$ cat src/sv/rgbcf_pkg.sv
// Shared constants, codes and types of the RGB convolution filter.
// Depends on nothing; every other file but rgbcf_ram imports it.
package rgbcf_pkg;
  localparam int MAX_RADIUS = 2;
  localparam int MAX_WIDTH  = 1024;
  localparam int SIDE_MAX   = 2 * MAX_RADIUS + 1;
  localparam int KERN_DEPTH = SIDE_MAX * SIDE_MAX;
  localparam int LINE_DEPTH = SIDE_MAX * MAX_WIDTH;
  localparam int COL_W      = $clog2(MAX_WIDTH);
  localparam int SLOT_W     = $clog2(SIDE_MAX);
  localparam int ADDR_W     = $clog2(LINE_DEPTH);
  localparam int KIDX_W     = $clog2(KERN_DEPTH);
  localparam int ACC_W      = 30;
  localparam int Q_DEPTH    = 8;

  localparam logic [1:0] FN_LOAD  = 2'd0;
  localparam logic [1:0] FN_PIXEL = 2'd1;
  localparam logic [1:0] FN_FLUSH = 2'd2;

  localparam logic [1:0] REG_WIDTH  = 2'd0;
  localparam logic [1:0] REG_HEIGHT = 2'd1;
  localparam logic [1:0] REG_RADIUS = 2'd2;

  localparam logic [1:0] K_LOAD  = 2'd0;
  localparam logic [1:0] K_WRITE = 2'd1;
  localparam logic [1:0] K_JOB   = 2'd2;

  typedef struct packed {
    logic [10:0] wid;
    logic [15:0] hgt;
    logic [1:0]  rad;
  } cfg_t;

  typedef struct packed {
    logic [1:0]        kind;
    logic [ADDR_W-1:0] addr;
    logic [23:0]       pix;
    logic [KIDX_W-1:0] kidx;
    logic [15:0]       kval;
    logic [COL_W-1:0]  col;
    logic [15:0]       row;
    logic [SLOT_W-1:0] slot;
    logic              lir;
    logic              lof;
  } entry_t;
endpackage

$ cat src/sv/rgbcf_queue.sv
// Short command queue between front and back of the filter.
// Depends on rgbcf_pkg.
module rgbcf_queue (
  input  logic                  clk,
  input  logic                  rst,
  input  logic                  push,
  input  rgbcf_pkg::entry_t     push_data,
  input  logic                  pop,
  output rgbcf_pkg::entry_t     head,
  output logic                  full,
  output logic                  empty
);
  import rgbcf_pkg::*;

  localparam int PW = $clog2(Q_DEPTH);

  entry_t          store [Q_DEPTH];
  logic [PW-1:0]   wptr;
  logic [PW-1:0]   rptr;
  logic [PW:0]     count;

  assign full  = (count == (PW+1)'(Q_DEPTH));
  assign empty = (count == '0);
  assign head  = store[rptr];

  always_ff @(posedge clk) begin
    if (push) begin
      store[wptr] <= push_data;
    end
    if (rst) begin
      wptr  <= '0;
      rptr  <= '0;
      count <= '0;
    end else begin
      if (push) begin
        wptr <= wptr + 1'b1;
      end
      if (pop) begin
        rptr <= rptr + 1'b1;
      end
      if (push && !pop) begin
        count <= count + 1'b1;
      end else if (pop && !push) begin
        count <= count - 1'b1;
      end
    end
  end
endmodule

$ cat config.mk
export PLATFORM = sky130hd
export DESIGN_NAME = rgbcf_queue
export DESIGN_NICKNAME = d
export VERILOG_FILES = /design/src/sv/rgbcf_pkg.sv /design/src/sv/rgbcf_queue.sv
export SDC_FILE = /design/constraint.sdc
export NUM_CORES = 1
export LEC_CHECK = 0
export ABC_AREA = 1
export BUFFER_PORTS_ARGS = -buffer_cell sky130_fd_sc_hd__buf_4
export CAP_MARGIN = 25
export CORE_MARGIN = 4
export CORE_UTILIZATION = 50
export CTS_CLUSTER_SIZE = 30
export DETAILED_ROUTE_END_ITERATION = 7
export GPL_TIMING_DRIVEN = 0
export PLACE_DENSITY = 0.69
export SLEW_MARGIN = 15
export SYNTH_ARGS = -nofsm -noshare
export SYNTH_HDL_FRONTEND = slang
export SYNTH_SLANG_ARGS = --single-unit
$ cat constraint.sdc
create_clock -name clk -period 6 [get_ports clk]
set_clock_uncertainty 0.15 [all_clocks]
set_input_delay 0.6 -clock clk [delete_from_list [all_inputs] [get_ports clk]]
set_output_delay 0.6 -clock clk [all_outputs]
set_load 0.02 [all_outputs]
# ---- After elaboration in Yosys (flattened, before gate mapping)
# Memories as Yosys holds them, arrays and structs flattened. A register that Yosys moved wholly into a read port is not among the register bits.
# Cells that the tools add are included.
dict set report totals {
  output_inout_bits 93
  inputBits 95
  ff_bits 10
  memories 1
  ram_bits 728
  word_cells 21
}
dict set report classes {
  eq_ne 1
  n_reduce_logical 6
  muxes 6
  n_addsub 4
}
# memory words word_bits rd rd_clocked_by_memory_dff write_ports line_no
set memory_table {}
lappend memory_table {store 8 91 1 1 1 rgbcf_queue.sv:17} ;# entry_t store [Q_DEPTH];
# operator n
set ops {}
lappend ops {{$mux W4} 2}
lappend ops {{$add A3 B1 Y3 const B} 2}
lappend ops {{$mux W3} 2}
lappend ops {{$add A4 B1 Y4 const B} 1}
lappend ops {{$eq A4 B4 Y1 const B} 1}
lappend ops {{$logic_not A4 Y1} 1}
lappend ops {{$sub A4 B1 Y4 const B} 1}
lappend ops {{$logic_and A1 B1 Y1} 2}
lappend ops {{$logic_not A1 Y1} 2}
lappend ops {{$mux W1} 2}
lappend ops {{$reduce_bool A2 Y1} 1}

# ---- Depth between registers and ports, before layout
# Gate-level depths: netlist (run 1).
dict set report logic_depth {
  ltp_word 4
  depth_mapped 11
  mapped_depth_nobuf 11
}

# ---- Least setup slack after synthesis (run 1)
# OpenSTA, ideal clock, no wires.
dict set report synth_path {
  path_type {input-to-reg}
  from {input push}
  to {memory store[0][0] (netlist name) (enable)}
  arrival_time_ns 4.763
  setup_time_ns 0.541
  required_ns 5.309
  n_path_buf 0
  cell_stages 3
  slack_ns 0.546
  cell_sequence {inv_1 or2_2 nor2_1}
}
dict set report synth_between {
  elab_chain_len 2
}
# element line_no
set synth_lines {}
lappend synth_lines {{from (decl)} rgbcf_queue.sv:6} ;# input logic push,
lappend synth_lines {{$mux W1} rgbcf_queue.sv:27} ;# if (push) begin
lappend synth_lines {{$mux W1 (not written as such)} rgbcf_queue.sv:28} ;# store[wptr] <= push_data;
lappend synth_lines {{to (decl)} rgbcf_queue.sv:17}
# No other way between the ends.

==> qor.csv, run 1 <==
metric,value,unit
fmax,295.7,MHz
cp_num_buf_inv,3,
finalCritPeriodShare,0.5636,
yosys.area.top_type,edfxtp_1,
drt-vias-per-instance,5.416,
die_w,252.1,um
clk_path_buf_depth,3,
clkPwrFrac,0.378,
hpwl,48630,um
slew_violations,0,
p_total,11.78,mW
cts_sinks,741,
routed_wl,75410,um
grt_usage,0.2323,
swShare,0.2420,
drt-initial-drc-count,1827,
diodes,0,
htree_levels,3,
hold_class,in2reg,
yosysWarnings,0,
r2r_slack,3.45,ns
pwr-share-comb,0.126,
cts-buffers-inserted,74,
critPathRequiredTime,5.25,ns
power_leakage,13.16,nW
port_buffers,187,
detail_route.wl_per_cell,20.81,um
grt_pass1_wl,112200,um
syn_area,29800,um^2
cp_slowest_stage_delay,0.65,ns
postCtsSetupBuffers,0,
maxCapViolCount,0,
first_pass_iters,7,
setup_viol,0,
final_core_utilization,0.5982,
cts_root_buf,clkbuf_16,
powerDensity,333.7,nW/um^2
vias,19630,
die_y,252.1,um
grt_setup_unrepaired,false,
worst-r2r-cell-count,5,
drive_above_1_share,0.1610,
synth-edff-count,728,
antenna_found_initial,2,
fill_cells,4581,
cts_resized,0,
gp_congestion,0.8317,
syn-num-nets,2605,
holdPathStages,1,
row_count,89,
fin_area,35310,um^2
core-area,59020,um^2
hold_viol,0,
cp_max_fo,10,
grt_pass1_vias,19270,
worst_pin_slew,0.8458,ns
worstReg2RegStart,wptr[0]$_SDFFE_PP0P_,
die_area,63570,um^2
cts_hold_buf,0,
clkTransAtPathRegs,0.06,ns
layout.nets,2900,
netlist.area_leader.share,0.7336,
hp-start,push_data[90],
switchingPower,2.851,mW
slowest_stage,clkbuf_1,
holdWs,0.07321,ns
cp_common_cell,nand2_1,
overflow,0,
synthToLayoutAreaGrowth,18.48,%
cp.arrival,2.63,ns
async_reset_ff_frac,0,
path_cells,clkbuf_1 > buf_2 > nor2_1 > o21ai_1 > nand2_1 > nand2_1 > nand2_1 > buf_4,
ys_ff_latch,741,
ys_seq_area_frac,0.7423,
slew_headroom,0.4361,
synth_top_flop_cell,edfxtp_1,
cp-start-kind,register,
io_pins,188,
synthCells,2504,
synthTopCellsByArea,"edfxtp_1 73%, nor2_1 9.4%, nand2_1 6.0%",
p_int,8.930,mW
min_to,store[1][90]$_DFFE_PP_,
cp-end-kind,primary output,
p_seq_frac,0.495,
postSynthAreaPerCell,11.90,um^2
synth.distinct_cells,26,
place_area,32960,um^2
min_period,3.382,ns
grt_start_max_net_pins,26,
synth_most_common_cell,nor2_1,
ant_nets,0,
crit_family,buffers and inverters,
stdcell_count,3624,
r2r_end,store[5][75]$_DFFE_PP_,
ir_drop,0.0002163,V
route.detailed.drc,0,
dp.cells,3496,
clk_latency,0.61,ns
status,completed,
cts_tree,yes,
synthTopCellsByCount,"744 x nor2_1, 728 x edfxtp_1, 474 x nand2_1",
initial_core_util,0.5049,
crit_type,reg2out,
[placed cells by master (no fill, tap or decap), drive strengths merged, types with 2 or more instances in the layout]
cell type | synthesis | layout
bufinv | 0 | 3
nor3 | 3 | 3
edfxtp | 728 | 728
buf | 95 | 314
clkbuf | 46 | 144
clkinv | 0 | 25
o21ai | 365 | 365
nand2 | 474 | 474
nor2 | 744 | 744
xor2 | 2 | 2
nand3 | 3 | 3
or2 | 3 | 3
clkinvlp | 0 | 2
inv | 13 | 13
a21oi | 6 | 6
ha | 5 | 5
dfxtp | 13 | 13
[metal layers]
metal / vias up / global-route usage / wire, um
met3: 155 / 0.04003 / 5964
met5: - / 0 / 24
met4: 4 / 0.08748 / 2343
li1: 9171 / - / -
met2: 817 / 0.3804 / 35920
met1: 9479 / 0.3162 / 31160
[final cells by class]
cell class / instances / area [um^2] / area share
tap: 773 / 967.2 / 0.02739
clock buffer: 98 / 2132 / 0.06039
sequential: 741 / 22120 / 0.6265
timing repair buffer: 219 / 2135 / 0.06046
clock inverter: 30 / 212.7 / 0.006025
inverter: 13 / 53.80 / 0.001524
buffer: 141 / 1023 / 0.02899
multi-input combinational: 1609 / 6661 / 0.1887
[power groups by stage]
| stage | Sequential (mW) | Clock (mW) | Combinational, mW |
|---|---|---|---|
| after CTS | 5.84 | 4.51 | 1.50 |
| after detailed placement | 5.95 | 0 | 1.49 |
| after floorplan | 5.96 | 0 | 0.836 |
| after global placement | 5.97 | 0 | 1.42 |
| after global routing | 5.84 | 4.74 | 1.63 |
| final | 5.84 | 4.46 | 1.49 |
[stage by stage]
stage          worst slack [ns]  TNS (ns)
2_1_floorplan            0.5456         0
3_3_place_gp             -3.177  -2083.56
3_5_place_dp              3.070         0
4_1_cts                   2.541         0
5_1_grt                   2.516         0
6_report                  2.618         0
[worst max-delay path by stage]
stage / from / cells after the start / endpoint / slack, ns
2_1_floorplan: push / 3 / store[0][0]$_DFFE_PP_ / 0.55
3_3_place_gp: push / 4 / store[2][70]$_DFFE_PP_ / -3.18
3_5_place_dp: push / 7 / store[4][75]$_DFFE_PP_ / 3.07
4_1_cts: register / 8 / head[23] / 2.54
5_1_grt: register / 8 / head[90] / 2.52
6_report: register / 8 / head[23] / 2.62
[registers in the layout (all words and copies together), names as in the netlist, named ones only]
name	flops
wptr	3
rptr	3
store	728
count	4
[logic make-up (layout without fill, tap and decap cells)]
kind of cell,after synthesis,after routing,share of synthesized area
and+or+nand+nor,1228,1228,0.1553
DFF,741,741,0.7423
AOI/OAI and AO/OA,372,372,0.06256
buffers and inverters,154,501,0.03615
adders and majority gates,6,6,0.002771
xor gates and xnor gates,3,3,0.0008819
(Power assumes the default switching activity.)
==> run 2: changes to the inputs <==
ABC_AREA = 0   (was 1)
PLACE_DENSITY = 0.71   (was 0.69)
clock period = 3 ns   (was 6 ns; I/O delays follow)
==> run 2 against run 1 <==
Power up 100%; non-clock buffer count up 19; clock power increased by 110%; highest routed layer unchanged; largest cell class unchanged; combinational power up 66%; wire length decreased by 22%; worst setup slack worse by 2.6 ns.
==> qor.csv, run 2 <==
metric,value,unit,change
status,completed,,
grt_pass1_vias,13600,,-29%
min_period,2.940,ns,
postCtsSetupBuffers,0,,unchanged
htree_levels,3,,unchanged
layout.nets,1625,,-44%
syn-num-nets,1221,,-53%
io_pins,188,,unchanged
ys_ff_latch,741,,unchanged
cts_tree,yes,,
synth_top_flop_cell,edfxtp_1,,
slew_violations,0,,unchanged
synth-edff-count,728,,unchanged
cp.arrival,2.49,ns,-0.14 ns
async_reset_ff_frac,0,,unchanged
initial_core_util,0.5085,,+0.003609
vias,13090,,-33%
overflow,0,,unchanged
synthToLayoutAreaGrowth,23.72,%,
stdcell_count,2344,,-35%
synth.distinct_cells,26,,unchanged
detail_route.wl_per_cell,25.01,um,+20%
final_cell_mix,"728 x edfxtp_1, 189 x buf_4, 170 x mux4_1, 94 x dlygate4sd3_1, 92 x mux2_2",,
regMostFlops,store,,
cp-start-kind,register,,
worst_pin_slew,0.7239,ns,-0.1219 ns
synthTopCellsByCount,"728 x edfxtp_1, 171 x mux4_1, 92 x mux2_2",,
clkTransAtPathRegs,0.06,ns,about the same
synth_xor_area_frac,0.001822,,+0.0009404
grt_setup_unrepaired,false,,
synth_top_family_by_area,multiplexers,,
synth-adder-area-share,0.002863,,+0.00009221
synthCells,1120,,-55%
holdPathStages,2,,+1
drt-initial-drc-count,982,,-46%
finalCritPeriodShare,0.9800,,
post_synth_and_or_nand_nor_area_fraction,0.004902,,-0.1504
antenna_found_initial,8,,+6
route.detailed.drc,0,,unchanged
mostFrequentLayoutCell,edfxtp_1,,
cts_sinks,741,,unchanged
die_w,248.2,um,-1.6%
hpwl,35560,um,-27%
cp_max_fo,10,,unchanged
p_total,23.55,mW,+100%
muxShareOfSynthArea,0.2013,,+0.2013
fmax,340.1,MHz,
holdWs,0.3200,ns,+0.2468 ns
die_area,61590,um^2,-3.1%
synthTopCellsByArea,"edfxtp_1 76%, mux4_1 16%, mux2_2 3.6%",,
first_pass_iters,5,,-2
netlist.area_leader.share,0.7580,,+0.02441
core-area,56710,um^2,-3.9%
hold_class,in2reg,,
largest_reg_flops,728,,unchanged
cts_root_buf,clkbuf_16,,
drive_above_1_share,0.3224,,+0.1614
worst-r2r-cell-count,6,,+1
die_y,248.2,um,-1.6%
powerDensity,660.1,nW/um^2,+98%
slew_headroom,0.5158,,+0.07969
port_buffers,187,,unchanged
synth_most_common_cell,edfxtp_1,,
power_leakage,12.04,nW,-8.5%
crit_type,reg2out,,
ant_nets,0,,unchanged
ir_drop,0.0004644,V,+110%
dp.cells,2109,,-40%
yosysWarnings,0,,unchanged
hold_viol,0,,unchanged
clk_path_buf_depth,3,,unchanged
ys_seq_area_frac,0.7670,,+0.02470
grt_start_max_net_pins,23,,-12%
top_regs,"store: 728 flops, count: 4 flops",,
postSynthAreaPerCell,25.75,um^2,+120%
row_count,87,,-2.2%
routed_wl,58630,um,-22%
syn_area,28840,um^2,-3.2%
grt_usage,0.1927,,-0.03964
yosys.area.top_type,edfxtp_1,,
synth_compound_area_frac,0.0008243,,-0.06174
setup_viol,0,,unchanged
grt_pass1_wl,86560,um,-23%
maxCapViolCount,0,,unchanged
clk_latency,0.60,ns,about the same
critPathRequiredTime,2.55,ns,-2.70 ns
cts-buffers-inserted,75,,+1.4%
drt-vias-per-instance,5.586,,+3.1%
cp-end-kind,primary output,,
gp_congestion,0.7125,,-14%
-- run 2: changes by cell type in the layout (fill, tap and decap cells not counted), sizes merged, moves of 6 or more --
cell         previous run  this run
clkinv                 25        31
nor2                  744        19
buf                   314       258
clkbuf                144       119
inv                    13         2
nand2                 474         4
mux4                    0       182
mux2                    0        92
o21ai                 365         0
diode                   0         6
dlygate4sd3             0        94
-- run 2: critical path, stage by stage (launching register included) --
cell and delay, ns:
dfxtp_2 0.39, buf_12 0.18, buf_6 0.20, mux4_1 0.61, mux2_2 0.33, buf_4 0.17
-- run 2: stage by stage --
step	area (um^2)	TNS (ns)	setup slack [ns]	util
after floorplan	28910	-255.26	-0.5893	-
after global placement	31260	-1785.98	-3.174	0.5511
after detailed placement	32210	0	0.4792	0.5680
after CTS	35670	0	0.001293	0.6289
after global routing	35680	0	0.002317	0.6291
final	35680	0	0.05986	0.6291
-- run 2: path summary, 6_finish.rpt --
path | from | end | slack [ns]
setup / recovery | register | head[20] | 0.06
hold / removal | push_data[28] | store[2][28]$_DFFE_PP_ | 0.32
setup reg to reg | wptr[2]$_SDFFE_PP0P_ | store[0][15]$_DFFE_PP_ | 0.58
hold reg to reg | wptr[2]$_SDFFE_PP0P_ | wptr[2]$_SDFFE_PP0P_ | 0.41
-- run 2: logic make-up (layout without fill, tap and decap cells) --
family / after synthesis / count (layout)
DFF: 741 / 741
adders and majority gates: 6 / 6
AOI/OAI and AO/OA: 4 / 4
buffers and inverters: 54 / 516
other: 0 / 6
muxes: 277 / 277
and+or+nand+nor: 32 / 32
xor gates and xnor gates: 6 / 6
-- run 2: layout make-up --
cell class / count / area [um^2]
antenna: 6 / 15.01
buffer: 52 / 626.9
clock buffer: 92 / 2078
clock inverter: 43 / 415.4
fill: 3696 / 21030
inverter: 2 / 7.507
multi-input combinational: 325 / 6186
sequential: 741 / 22130
tap: 756 / 945.9
timing repair buffer: 327 / 3281
-- run 2: where the power goes --
part           switching, mW  total, mW  leakage, nW  internal [mW]
Clock                   3.76       9.37         1.22           5.61
Combinational           1.24       2.47         4.10           1.22
Sequential            0.0696       11.7         6.72           11.6
-- run 2: per-layer routing --
layer / GRT usage / share of wire / vias to the layer above / wire length (um)
li1: - / - / 5780 / -
met1: 0.2678 / 0.43 / 6893 / 25410
met2: 0.3188 / 0.50 / 344 / 29350
met3: 0.03811 / 0.050 / 70 / 2915
met4: 0.05098 / 0.016 / 6 / 917
met5: 0 / 0.00048 / - / 28
-- run 2: repair_timing --
item / 4_1_cts / 5_1_grt
hold buffers: 94 / 0
endpoints found under the setup margin: 19 / 0
resized for setup: 8 / 0
endpoints found under the hold margin: 738 / 0
