--- config.mk ---
export PLATFORM = sky130hd
export DESIGN_NAME = rgbcf_front
export DESIGN_NICKNAME = d
export VERILOG_FILES = /design/src/sv/rgbcf_pkg.sv /design/src/sv/rgbcf_front.sv
export SDC_FILE = /design/constraint.sdc
export NUM_CORES = 1
export LEC_CHECK = 0
export BUFFER_PORTS_ARGS = -buffer_cell sky130_fd_sc_hd__buf_4
export CAP_MARGIN = 40
export CORE_UTILIZATION = 38
export DETAILED_ROUTE_END_ITERATION = 12
export GPL_TIMING_DRIVEN = 1
export PLACE_DENSITY = 0.62
export SLEW_MARGIN = 20
export SYNTH_ARGS = -nofsm -noshare
export SYNTH_HDL_FRONTEND = slang
export SYNTH_SLANG_ARGS = --single-unit
--- constraint.sdc ---
create_clock -name clk -period 8.45 [get_ports clk]
set_input_delay 0.4225 -clock clk [delete_from_list [all_inputs] [get_ports clk]]
set_output_delay 0.4225 -clock clk [all_outputs]
set_load 0.1 [all_outputs]
--- src/sv/rgbcf_pkg.sv ---
// Shared constants, codes and types of the RGB convolution filter.
// Depends on nothing; every other file but rgbcf_ram imports it.
package rgbcf_pkg;
  localparam int MAX_RADIUS = 2;
  localparam int MAX_WIDTH  = 1024;
  localparam int SIDE_MAX   = 2 * MAX_RADIUS + 1;
  localparam int KERN_DEPTH = SIDE_MAX * SIDE_MAX;
  localparam int LINE_DEPTH = SIDE_MAX * MAX_WIDTH;
  localparam int COL_W      = $clog2(MAX_WIDTH);
  localparam int SLOT_W     = $clog2(SIDE_MAX);
  localparam int ADDR_W     = $clog2(LINE_DEPTH);
  localparam int KIDX_W     = $clog2(KERN_DEPTH);
  localparam int ACC_W      = 30;
  localparam int Q_DEPTH    = 8;

  localparam logic [1:0] FN_LOAD  = 2'd0;
  localparam logic [1:0] FN_PIXEL = 2'd1;
  localparam logic [1:0] FN_FLUSH = 2'd2;

  localparam logic [1:0] REG_WIDTH  = 2'd0;
  localparam logic [1:0] REG_HEIGHT = 2'd1;
  localparam logic [1:0] REG_RADIUS = 2'd2;

  localparam logic [1:0] K_LOAD  = 2'd0;
  localparam logic [1:0] K_WRITE = 2'd1;
  localparam logic [1:0] K_JOB   = 2'd2;

  typedef struct packed {
    logic [10:0] wid;
    logic [15:0] hgt;
    logic [1:0]  rad;
  } cfg_t;

  typedef struct packed {
    logic [1:0]        kind;
    logic [ADDR_W-1:0] addr;
    logic [23:0]       pix;
    logic [KIDX_W-1:0] kidx;
    logic [15:0]       kval;
    logic [COL_W-1:0]  col;
    logic [15:0]       row;
    logic [SLOT_W-1:0] slot;
    logic              lir;
    logic              lof;
  } entry_t;
endpackage

--- src/sv/rgbcf_front.sv ---
// Front end: configuration, input transfers, position tracking and job issue.
// Depends on rgbcf_pkg.
module rgbcf_front (
  input  logic              clk,
  input  logic              rst,
  input  logic              s_tvalid,
  output logic              s_tready,
  input  logic [47:0]       s_tdata,
  input  logic [1:0]        s_tuser,
  input  logic              cfg_we,
  input  logic [1:0]        cfg_addr,
  input  logic [15:0]       cfg_data,
  input  logic              full,
  output logic              push,
  output rgbcf_pkg::entry_t push_data,
  output rgbcf_pkg::cfg_t   cfg
);
  import rgbcf_pkg::*;

  logic [10:0]       raw_wid;
  logic [15:0]       raw_hgt;
  logic [1:0]        raw_rad;
  logic [COL_W-1:0]  col;
  logic [16:0]       row;
  logic [SLOT_W-1:0] rslot;
  logic              busy;
  logic [COL_W-1:0]  jcol;
  logic [COL_W-1:0]  jend;
  logic [15:0]       jrow;
  logic [SLOT_W-1:0] jslot;

  logic              accept;
  logic              is_pos;
  logic [KIDX_W-1:0] in_idx;
  logic              row_ok;
  logic              col_last;
  logic              col_ge;
  logic              has_jobs;
  logic [COL_W-1:0]  first;
  logic [COL_W-1:0]  last_col;
  logic [15:0]       orow;
  logic [3:0]        slot_sum;
  logic [SLOT_W-1:0] slot0;
  logic [16:0]       row_inc;

  always_comb begin
    cfg.wid = (raw_wid == '0) ? 11'd1 :
              (raw_wid > 11'(MAX_WIDTH)) ? 11'(MAX_WIDTH) : raw_wid;
    cfg.hgt = (raw_hgt == '0) ? 16'd1 : raw_hgt;
    cfg.rad = (raw_rad > 2'(MAX_RADIUS)) ? 2'(MAX_RADIUS) : raw_rad;
  end

  assign s_tready = !busy && !full;
  assign accept   = s_tvalid && s_tready;
  assign is_pos   = (s_tuser == FN_PIXEL) || (s_tuser == FN_FLUSH);
  assign in_idx   = s_tdata[4:0];

  assign last_col = COL_W'(cfg.wid - 11'd1);
  assign row_ok   = row >= {15'b0, cfg.rad};
  assign col_last = col == last_col;
  assign col_ge   = col >= COL_W'(cfg.rad);
  assign has_jobs = row_ok && (col_last || col_ge);
  assign first    = col_ge ? col - COL_W'(cfg.rad) : '0;
  assign orow     = 16'(row - {15'b0, cfg.rad});
  assign slot_sum = {1'b0, rslot} + 4'(SIDE_MAX) - {1'b0, cfg.rad, 1'b0};
  assign slot0    = (slot_sum >= 4'(SIDE_MAX)) ? SLOT_W'(slot_sum - 4'(SIDE_MAX))
                                               : SLOT_W'(slot_sum);
  assign row_inc  = row + 17'd1;

  always_comb begin
    push_data      = '0;
    push           = 1'b0;
    if (busy) begin
      push           = !full;
      push_data.kind = K_JOB;
      push_data.col  = jcol;
      push_data.row  = jrow;
      push_data.slot = jslot;
      push_data.lir  = (jcol == jend);
      push_data.lof  = (jcol == last_col) && (jrow == cfg.hgt - 16'd1);
    end else if (accept && s_tuser == FN_LOAD) begin
      push           = in_idx < KIDX_W'(KERN_DEPTH);
      push_data.kind = K_LOAD;
      push_data.kidx = in_idx;
      push_data.kval = s_tdata[20:5];
    end else if (accept && is_pos) begin
      push           = 1'b1;
      push_data.kind = K_WRITE;
      push_data.addr = {rslot, col};
      push_data.pix  = (s_tuser == FN_PIXEL) ?
                       {s_tdata[28:21], s_tdata[36:29], s_tdata[44:37]} : 24'd0;
    end
  end

  always_ff @(posedge clk) begin
    if (rst) begin
      raw_wid <= 11'(MAX_WIDTH);
      raw_hgt <= 16'd1;
      raw_rad <= 2'd1;
      col     <= '0;
      row     <= '0;
      rslot   <= '0;
      busy    <= 1'b0;
    end else begin
      if (cfg_we) begin
        case (cfg_addr)
          REG_WIDTH:  raw_wid <= cfg_data[10:0];
          REG_HEIGHT: raw_hgt <= cfg_data;
          REG_RADIUS: raw_rad <= cfg_data[1:0];
          default: ;
        endcase
        if (cfg_addr inside {REG_WIDTH, REG_HEIGHT, REG_RADIUS}) begin
          col   <= '0;
          row   <= '0;
          rslot <= '0;
        end
      end
      if (accept && is_pos) begin
        busy  <= has_jobs;
        jcol  <= first;
        jend  <= col_last ? last_col : first;
        jrow  <= orow;
        jslot <= slot0;
        if (!col_last) begin
          col <= col + 1'b1;
        end else begin
          col <= '0;
          if (row_inc >= {1'b0, cfg.hgt} + {15'b0, cfg.rad}) begin
            row   <= '0;
            rslot <= '0;
          end else begin
            row   <= row_inc;
            rslot <= (rslot == SLOT_W'(SIDE_MAX - 1)) ? '0 : rslot + 1'b1;
          end
        end
      end
      if (busy && !full) begin
        jcol <= jcol + 1'b1;
        if (jcol == jend) begin
          busy <= 1'b0;
        end
      end
    end
  end
endmodule

Yosys cells after proc, flatten, opt, wreduce, memory -nomap -nowiden. Index checks and enable logic that the tools add are counted.

Register bits: 99. Input port bits: 73. Output and inout bits: 122. Word-level logic and storage cells: 103.

Add/sub/neg operators: 12. Magnitude comparators: 7. Equality and inequality tests: 9. Mux-type cells: 38. Bitwise gates (word level): 1. Reductions and logical operators: 25.

Operator list (number): $mux 17 (5); $mux 10 (8); $mux 58 (1); $mux 38 (1); $mux 37 (1); $mux 31 (1); $eq 10x10->1 (3); $mux 24 (1); $mux 11 (2); $mux 21 (1); $mux 3 (7); $add 10x1->10 const B (2); $add 16x2->17 (1); $add 17x1->17 const B (1); $ge 17x17->1 (1); $ge 17x2->1 (1); $eq 16x16->1 (1); $logic_not 16->1 (1); $mux 16 (1); $sub 16x1->16 const B (1); $sub 16x2->16 (1); $reduce_and 2->1 (6); $gt 11x11->1 const B (1); $logic_not 11->1 (1); other kinds (22) (42).

Logic depth before layout (Yosys ltp). Gate-level depths: netlist of run 1.

Word-level depth: 10. Depth in mapped cells: 20. Mapped depth without buffers: 18.

Worst setup path after synthesis of run 1. Ideal clock, no wire load.

Path kind: reg2out. Start point: register raw_wid[3]. End point: output port push_data[0] in the netlist's numbering. Arrival: 7.234 ns. Data required time: 8.028 ns. Slack: 0.794 ns. Cell stages (with the launch flop): 14. Path buffers: 2. Path through: dfxtp_1 > clkbuf_1 > nor4_2 > a31oi_1 > nor2_1 > inv_1 > ha_1 > clkbuf_1 > xnor2_1 > xnor2_1 > nor4_1 > nand3_1 > or4_1 > nor4_1.

RTL lines: from (decl) (RTL line rgbcf_front.sv:20) `logic [10:0] raw_wid;`; from (signal assigned) (RTL line rgbcf_front.sv:97) `raw_wid <= 11'(MAX_WIDTH);`; from (signal assigned) (RTL line rgbcf_front.sv:107) `REG_WIDTH: raw_wid <= cfg_data[10:0];`; to (decl) (RTL line rgbcf_front.sv:15) `output rgbcf_pkg::entry_t push_data,`.

==> results of run 1 <==
sequential cells by signal, indices dropped and copies added, names as in the netlist:
register and count:
jcol 10, raw_wid 11, jslot 3, raw_hgt 16, row 17, jend 10
rslot 3, busy 1, raw_rad 2, col 10, jrow 16
power by group through the flow:
stage	Sequential, µW	Clock (µW)	Combinational [µW]
detailed placement	542	0	275
finish	532	420	277
global route	533	451	299
CTS	531	428	276
floorplan	528	0	201
global placement	542	0	271
cell families (layout without fill, tap and decap cells):
family                   Yosys count  in the layout  share of synthesized area, %
AND/OR/NAND/NOR                  460            460                         30.71
AO/OA/AOI/OAI                    147            147                         12.36
buffers and inverters            129            251                         6.639
adder cells (fa/ha/maj)           40             40                         6.640
flip-flops                        99             99                         29.69
XOR/XNOR                         102            102                         11.18
multiplexers                      22             22                         2.787
routing by layer:
layer / GRT usage (%) / routed length (µm)
met2: 39.50 / 12080
met3: 3.323 / 1813
met5: 0 / 0
met4: 7.990 / 637
met1: 31.05 / 11120
final timing paths:
check               start            to  slack [ps]  depth (start not counted)
max           raw_hgt[11]  push_data[0]        3040                         12
min          cfg_data[10]   raw_wid[10]         290                          2
max reg2reg   raw_hgt[11]        row[3]        3130                         17
min reg2reg    raw_rad[0]    raw_rad[0]         480                          2
final cells by class:
class | instances | area share (%)
inverters | 34 | 1.308
well taps | 270 | 3.462
clock buffers | 12 | 2.744
flip-flops and latches | 99 | 24.31
multi-input cells | 771 | 52.38
repair buffers | 201 | 15.50
clock inverters | 4 | 0.2949
Yosys cell counts, types with 11 or more instances:
library cell | number | share of area, %
xnor2_1 | 58 | 6.4
nor4_1 | 22 | 1.7
nor3_1 | 24 | 1.5
mux2i_1 | 20 | 2.5
o21ai_0 | 29 | 1.8
ha_1 | 36 | 5.6
clkbuf_1 | 81 | 3.8
inv_1 | 33 | 1.6
and2_1 | 60 | 4.7
edfxtp_1 | 39 | 15
nand3_1 | 43 | 2.7
dfxtp_1 | 60 | 15
nor2b_1 | 24 | 1.9
nand2_1 | 103 | 4.8
nand4_1 | 21 | 1.6
a21oi_1 | 38 | 2.4
a22o_1 | 11 | 1.2
and3_1 | 35 | 2.7
xor2_1 | 44 | 4.8
nand2b_1 | 13 | 1.0
nor2_1 | 65 | 3.1
metrics by stage:
step                total power [µW]  std cells  hold WS [ps]  cell area, µm²  util (%)
finish                          1229       1391         291.1            9758     47.76
global route                    1283       1391         289.4            9758     47.76
CTS                             1235       1391         283.5            9758     47.76
detailed placement             817.1       1375         460.3            9462     46.31
global placement               813.6       1372         454.8            9429     46.15
floorplan                      729.8        999         440.7            7990         -
worst register-to-register path, delay by kind of cell (launching register included):
kind	cells	cell delay (ps)
AO/OA/AOI/OAI	5	1400
XOR/XNOR	1	180
buffers and inverters	2	230
AND/OR/NAND/NOR	6	2200
adder cells (fa/ha/maj)	3	800
flip-flops	1	450
==> run_results.csv, run 1 <==
group,metric,value,unit
status,status,"complete, no violations",
routing,drcViolationCount,0,
finish,fillCellCount,2030,
power,clock_power_share,34.2,%
finish,final_cell_mix,"buf_4, nand2_1, nor2_1, and2_1, dfxtp_1",
worst_setup_path,start_kind,"flop",
global_route,grt_pass1_wl,39.52,mm
logic_synthesis,synth.distinct_cells,70,
sta,clock_skew,9.891,ps
global_route,grt_start_max_net_pins,42,
power,internal-power,836.6,µW
logic_synthesis,ys_ff_latch,99,
sta,finalCritPeriodShare,64.08,%
worst_setup_path,crit_buf_inv,1,
die,die_y,147.0,µm
logic_synthesis,syn-num-nets,1112,
finish,seq_area,2372,µm²
worst_setup_path,cpLargestDelayFamily,"simple AND/OR/NAND/NOR gates",
clocking,cts_resized,0,
logic_synthesis,synth_edf_count,39,
sta,post-route-min-period,5415,ps
finish,layout_commonest_cell,"buf_4",
worst_hold_path,hold_class,"input port to flop",
clocking,cts-hold-fix-buffers,0,
clocking,cts_sinks,99,
clocking,ctsHtreeMaxLevel,3,
global_route,overflow,0,
logic_synthesis,ys_async_sr_fraction,0,%
worst_setup_path,cp_slowest_stage_delay,620,ps
die,die_area,21610,µm²
routing,vias_per_cell,5.526,
logic_synthesis,ys.flop_type,"dfxtp_1",
clocking,numCtsBuffers,9,
placement,hpwl,19.53,mm
die,io_pins,195,
logic_synthesis,avgSynthCellArea,7.998,µm²
worst_setup_path,critical_path_arrival,4990,ps
finish,multiInputGateArea,5111,µm²
worst_setup_path,path_common_cell,"nor4_1",
die,die_w,147.0,µm
worst_setup_path,cp_max_fo,11,
die,core_area,20430,µm²
sta,final.setup.tns,0,ps
routing,wl_per_cell,18.44,µm
clocking,root_buffer,"clkbuf_16",
power,p_switching,391.9,µW
clocking,clk_latency,360,ps
worst_setup_path,worst_ep_required_time,8030,ps
clocking,clk_pin_slew_worst_paths,70,ps
logic_synthesis,syn-cell-area,7990,µm²
placement,dp_slack,3255,ps
routing,antenna_left,0,
worst_setup_path,critPathKind,"flop to primary output",
logic_synthesis,yosys_warnings,0,
finish,area_delta_synth_final,22.13,%
sta,tightest_slew,733.5,ps
power,switching_share,31.90,%
routing,wl,25.65,mm
finish,antenna_cells,0,
power,combinationalPowerShare,22.5,%
power,ir_worst_vdd,0.00009809,V
global_route,antenna_found_initial,0,
sta,max_freq,184.7,MHz
worst_setup_path,cp_cell_sequence,"or4_1 > nor4_1 > a41oi_1 > ha_1 > nor4b_1 > and3_1 > and3b_1 > xnor2_1 > a2111oi_0 > nand4_1 > nor4_1 > buf_4",
routing,vias,7686,
global_route,track_usage,23.57,%
power,p_per_area,125.9,nW/µm²
finish,layout-drive-gt1-share,21.32,%
sta,slew_viol_final,0,
clocking,post-cts-setup-buffer-count,0,
sta,rsz0062_at_grt,"no",
logic_synthesis,yosysSeqAreaShare,29.69,%
die,fp-row-count,52,
sta,layout_setup_ws,3035,ps
worst_setup_path,cp-end-kind,"primary output",
finish,final_nets,1229,
placement,gp_congestion,0.9291,
sta,maxSlewHeadroom,51.10,%
sta,setup_violations,0,
die,start_util,39.11,%
worst_setup_path,cpMaxStageDelayCell,"or4_1",
routing,drt_iter0_markers,473,
routing,firstDrtPassIters,7,
global_route,grt_pass1_vias,6968,
logic_synthesis,synth_cells,999,
sta,hold_viol,0,
power,seq_power_share,43.3,%
power,power_leakage,0.004209,µW
run,drv_cap,0,
placement,io_buffers,191,
clocking,clockBufferDepth,2,
clocking,cts_tree,"yes",
No activity file was read; power rests on OpenSTA's default activity.
==> run 2: changes to the inputs <==
Clock period 8.45 ns to 5.32 ns, I/O delays scaled along.
==> run 2 against run 1 <==
Routed wire length increased by 3.8%. Sequential share of layout area decreased by 0.24 points. Clock skew decreased by 3.3 ps. Critical endpoint unchanged. Final cell count increased by 0.65%. Largest power group unchanged. Highest routed layer unchanged. Clock power increased by 65%. Die area unchanged. Flip-flop and latch count unchanged.
==> run_results.csv, run 2 (synthesized netlist as in run 1, its figures left out) <==
group,metric,value,unit
sta,holdWs,131.1,ps
worst_setup_path,cp-end-kind,"primary output",
die,io_pins,195,
routing,wl_per_cell,19.02,µm
placement,dp_slack,513.4,ps
global_route,grt_start_max_net_pins,42,
finish,instances_no_fill,1400,
die,core_area,20430,µm²
global_route,track_usage,24.68,%
sta,layout_setup_ws,522.5,ps
global_route,busiest_layer,"met2",
worst_hold_path,hold_class,"input port to flop",
sta,setup_violations,0,
finish,layout-drive-gt1-share,22.12,%
global_route,grt_pass1_wl,40.74,mm
finish,antenna_cells,0,
clocking,clockBufferDepth,2,
routing,vias_per_cell,5.539,
sta,tightest_slew,772.5,ps
clocking,cts-hold-fix-buffers,0,
clocking,clk_pin_slew_worst_paths,70,ps
worst_setup_path,crit_buf_inv,1,
clocking,ctsHtreeMaxLevel,3,
power,p_per_area,200.9,nW/µm²
clocking,numCtsBuffers,9,
sta,slew_viol_final,0,
worst_setup_path,cp_slowest_stage_delay,610,ps
routing,vias,7754,
clocking,cts_resized,0,
sta,post-route-min-period,4798,ps
sta,finalCritPeriodShare,90.18,%
worst_setup_path,worst_ep_required_time,5050,ps
global_route,use_met3,4.130,%
sta,clock_skew,6.627,ps
global_route,grt_pass1_vias,7164,
worst_setup_path,cpLargestDelayFamily,"simple AND/OR/NAND/NOR gates",
sta,maxSlewHeadroom,48.33,%
finish,reg_top3,"row x17, jrow x16, raw_hgt x16",
worst_setup_path,cp_max_fo,9,
global_route,overflow,0,
worst_setup_path,cpMaxStageDelayCell,"or4_1",
placement,hpwl,20.68,mm
clocking,clk_latency,360,ps
worst_setup_path,critPathKind,"flop to primary output",
die,die_y,147.0,µm
worst_setup_path,start_kind,"flop",
routing,drt_iter0_markers,464,
global_route,grt.met1_usage,30.85,%
clocking,cts_tree,"yes",
placement,gp_congestion,0.9065,
clocking,cts_sinks,99,
finish,area_delta_synth_final,23.35,%
routing,wl,26.63,mm
global_route,grt_use_met2,41.04,%
finish,largest_reg_flops,17,
placement,io_buffers,191,
run,drv_cap,0,
finish,final_cell_mix,"buf_4, nand2_1, nor2_1, and2_1, dfxtp_1",
finish,top_register,"row",
status,status,"complete, no violations",
clocking,post-cts-setup-buffer-count,0,
power,power_leakage,0.004260,µW
sta,max_freq,208.4,MHz
sta,hold_viol,0,
die,die_w,147.0,µm
routing,antenna_left,0,
die,fp-row-count,52,
worst_setup_path,cp_cell_sequence,"or4_1 > nor4_2 > a41oi_1 > ha_1 > nor4b_1 > and3_1 > and3b_1 > xnor2_1 > a2111oi_0 > nand4_1 > nor4_4 > buf_4",
placement,dp_cells,1384,
finish,final_nets,1238,
power,ir_worst_vdd,0.0001785,V
die,start_util,39.11,%
finish,fillCellCount,2016,
sta,rsz0062_at_grt,"no",
global_route,antenna_found_initial,0,
worst_setup_path,critical_path_arrival,4530,ps
routing,firstDrtPassIters,4,
finish,layout_commonest_cell,"buf_4",
die,die_area,21610,µm²
clocking,root_buffer,"clkbuf_16",
routing,drcViolationCount,0,
-- run 2: cell type report --
| cell class | instances | area [µm²] | area share [%] |
|---|---|---|---|
| multi-input combinational | 771 | 5135 | 52.10 |
| inverter | 34 | 127.6 | 1.295 |
| sequential | 99 | 2372 | 24.07 |
| tap | 270 | 337.8 | 3.428 |
| clock inverter | 6 | 63.81 | 0.6475 |
| clock buffer | 10 | 239.0 | 2.425 |
| timing repair buffer | 210 | 1580 | 16.03 |
-- run 2: metrics by stage --
stage | setup TNS, ps | util, % | area (µm²) | power, µW
3_3_place_gp | 0 | 46.57 | 9514 | 1299
2_1_floorplan | -2024 | - | 8008 | 1160
4_1_cts | 0 | 48.21 | 9849 | 1985
3_5_place_dp | 0 | 46.73 | 9547 | 1304
5_1_grt | 0 | 48.24 | 9856 | 2051
6_report | 0 | 48.24 | 9856 | 1980
-- run 2: layer usage --
layer / wire [µm] / vias up
met4: 1205 / 0
li1: - / 3752
met2: 12530 / 352
met3: 1835 / 52
met1: 11060 / 3598
met5: 0 / -
-- run 2: worst paths after layout --
check        depth (start not counted)  slack, ps           end          from
max                                 12        520  push_data[0]   raw_hgt[12]
min                                  2        130   raw_wid[10]  cfg_data[10]
max reg2reg                         17        610      rslot[2]   raw_hgt[12]
min reg2reg                          2        480    raw_rad[0]    raw_rad[0]
-- run 2: worst register-to-register path: stages, from the launching register on --
cell and delay, ps:
dfxtp_1 420, or4_1 610, nor4_2 260, a41oi_1 270, inv_1 160, ha_1 180
inv_1 50, fa_1 430, nor3b_1 410, nand4_1 170, xor2_1 170, ha_1 190
a21o_1 150, a21oi_1 180, nor4b_1 260, a22o_1 250, nand3_1 230, o211ai_1 250
-- run 2: report_power, final --
part	internal (µW)	leakage (µW)	switching, µW
Sequential	812	0.000833	31.5
Combinational	159	0.00328	286
Clock	378	0.000147	313
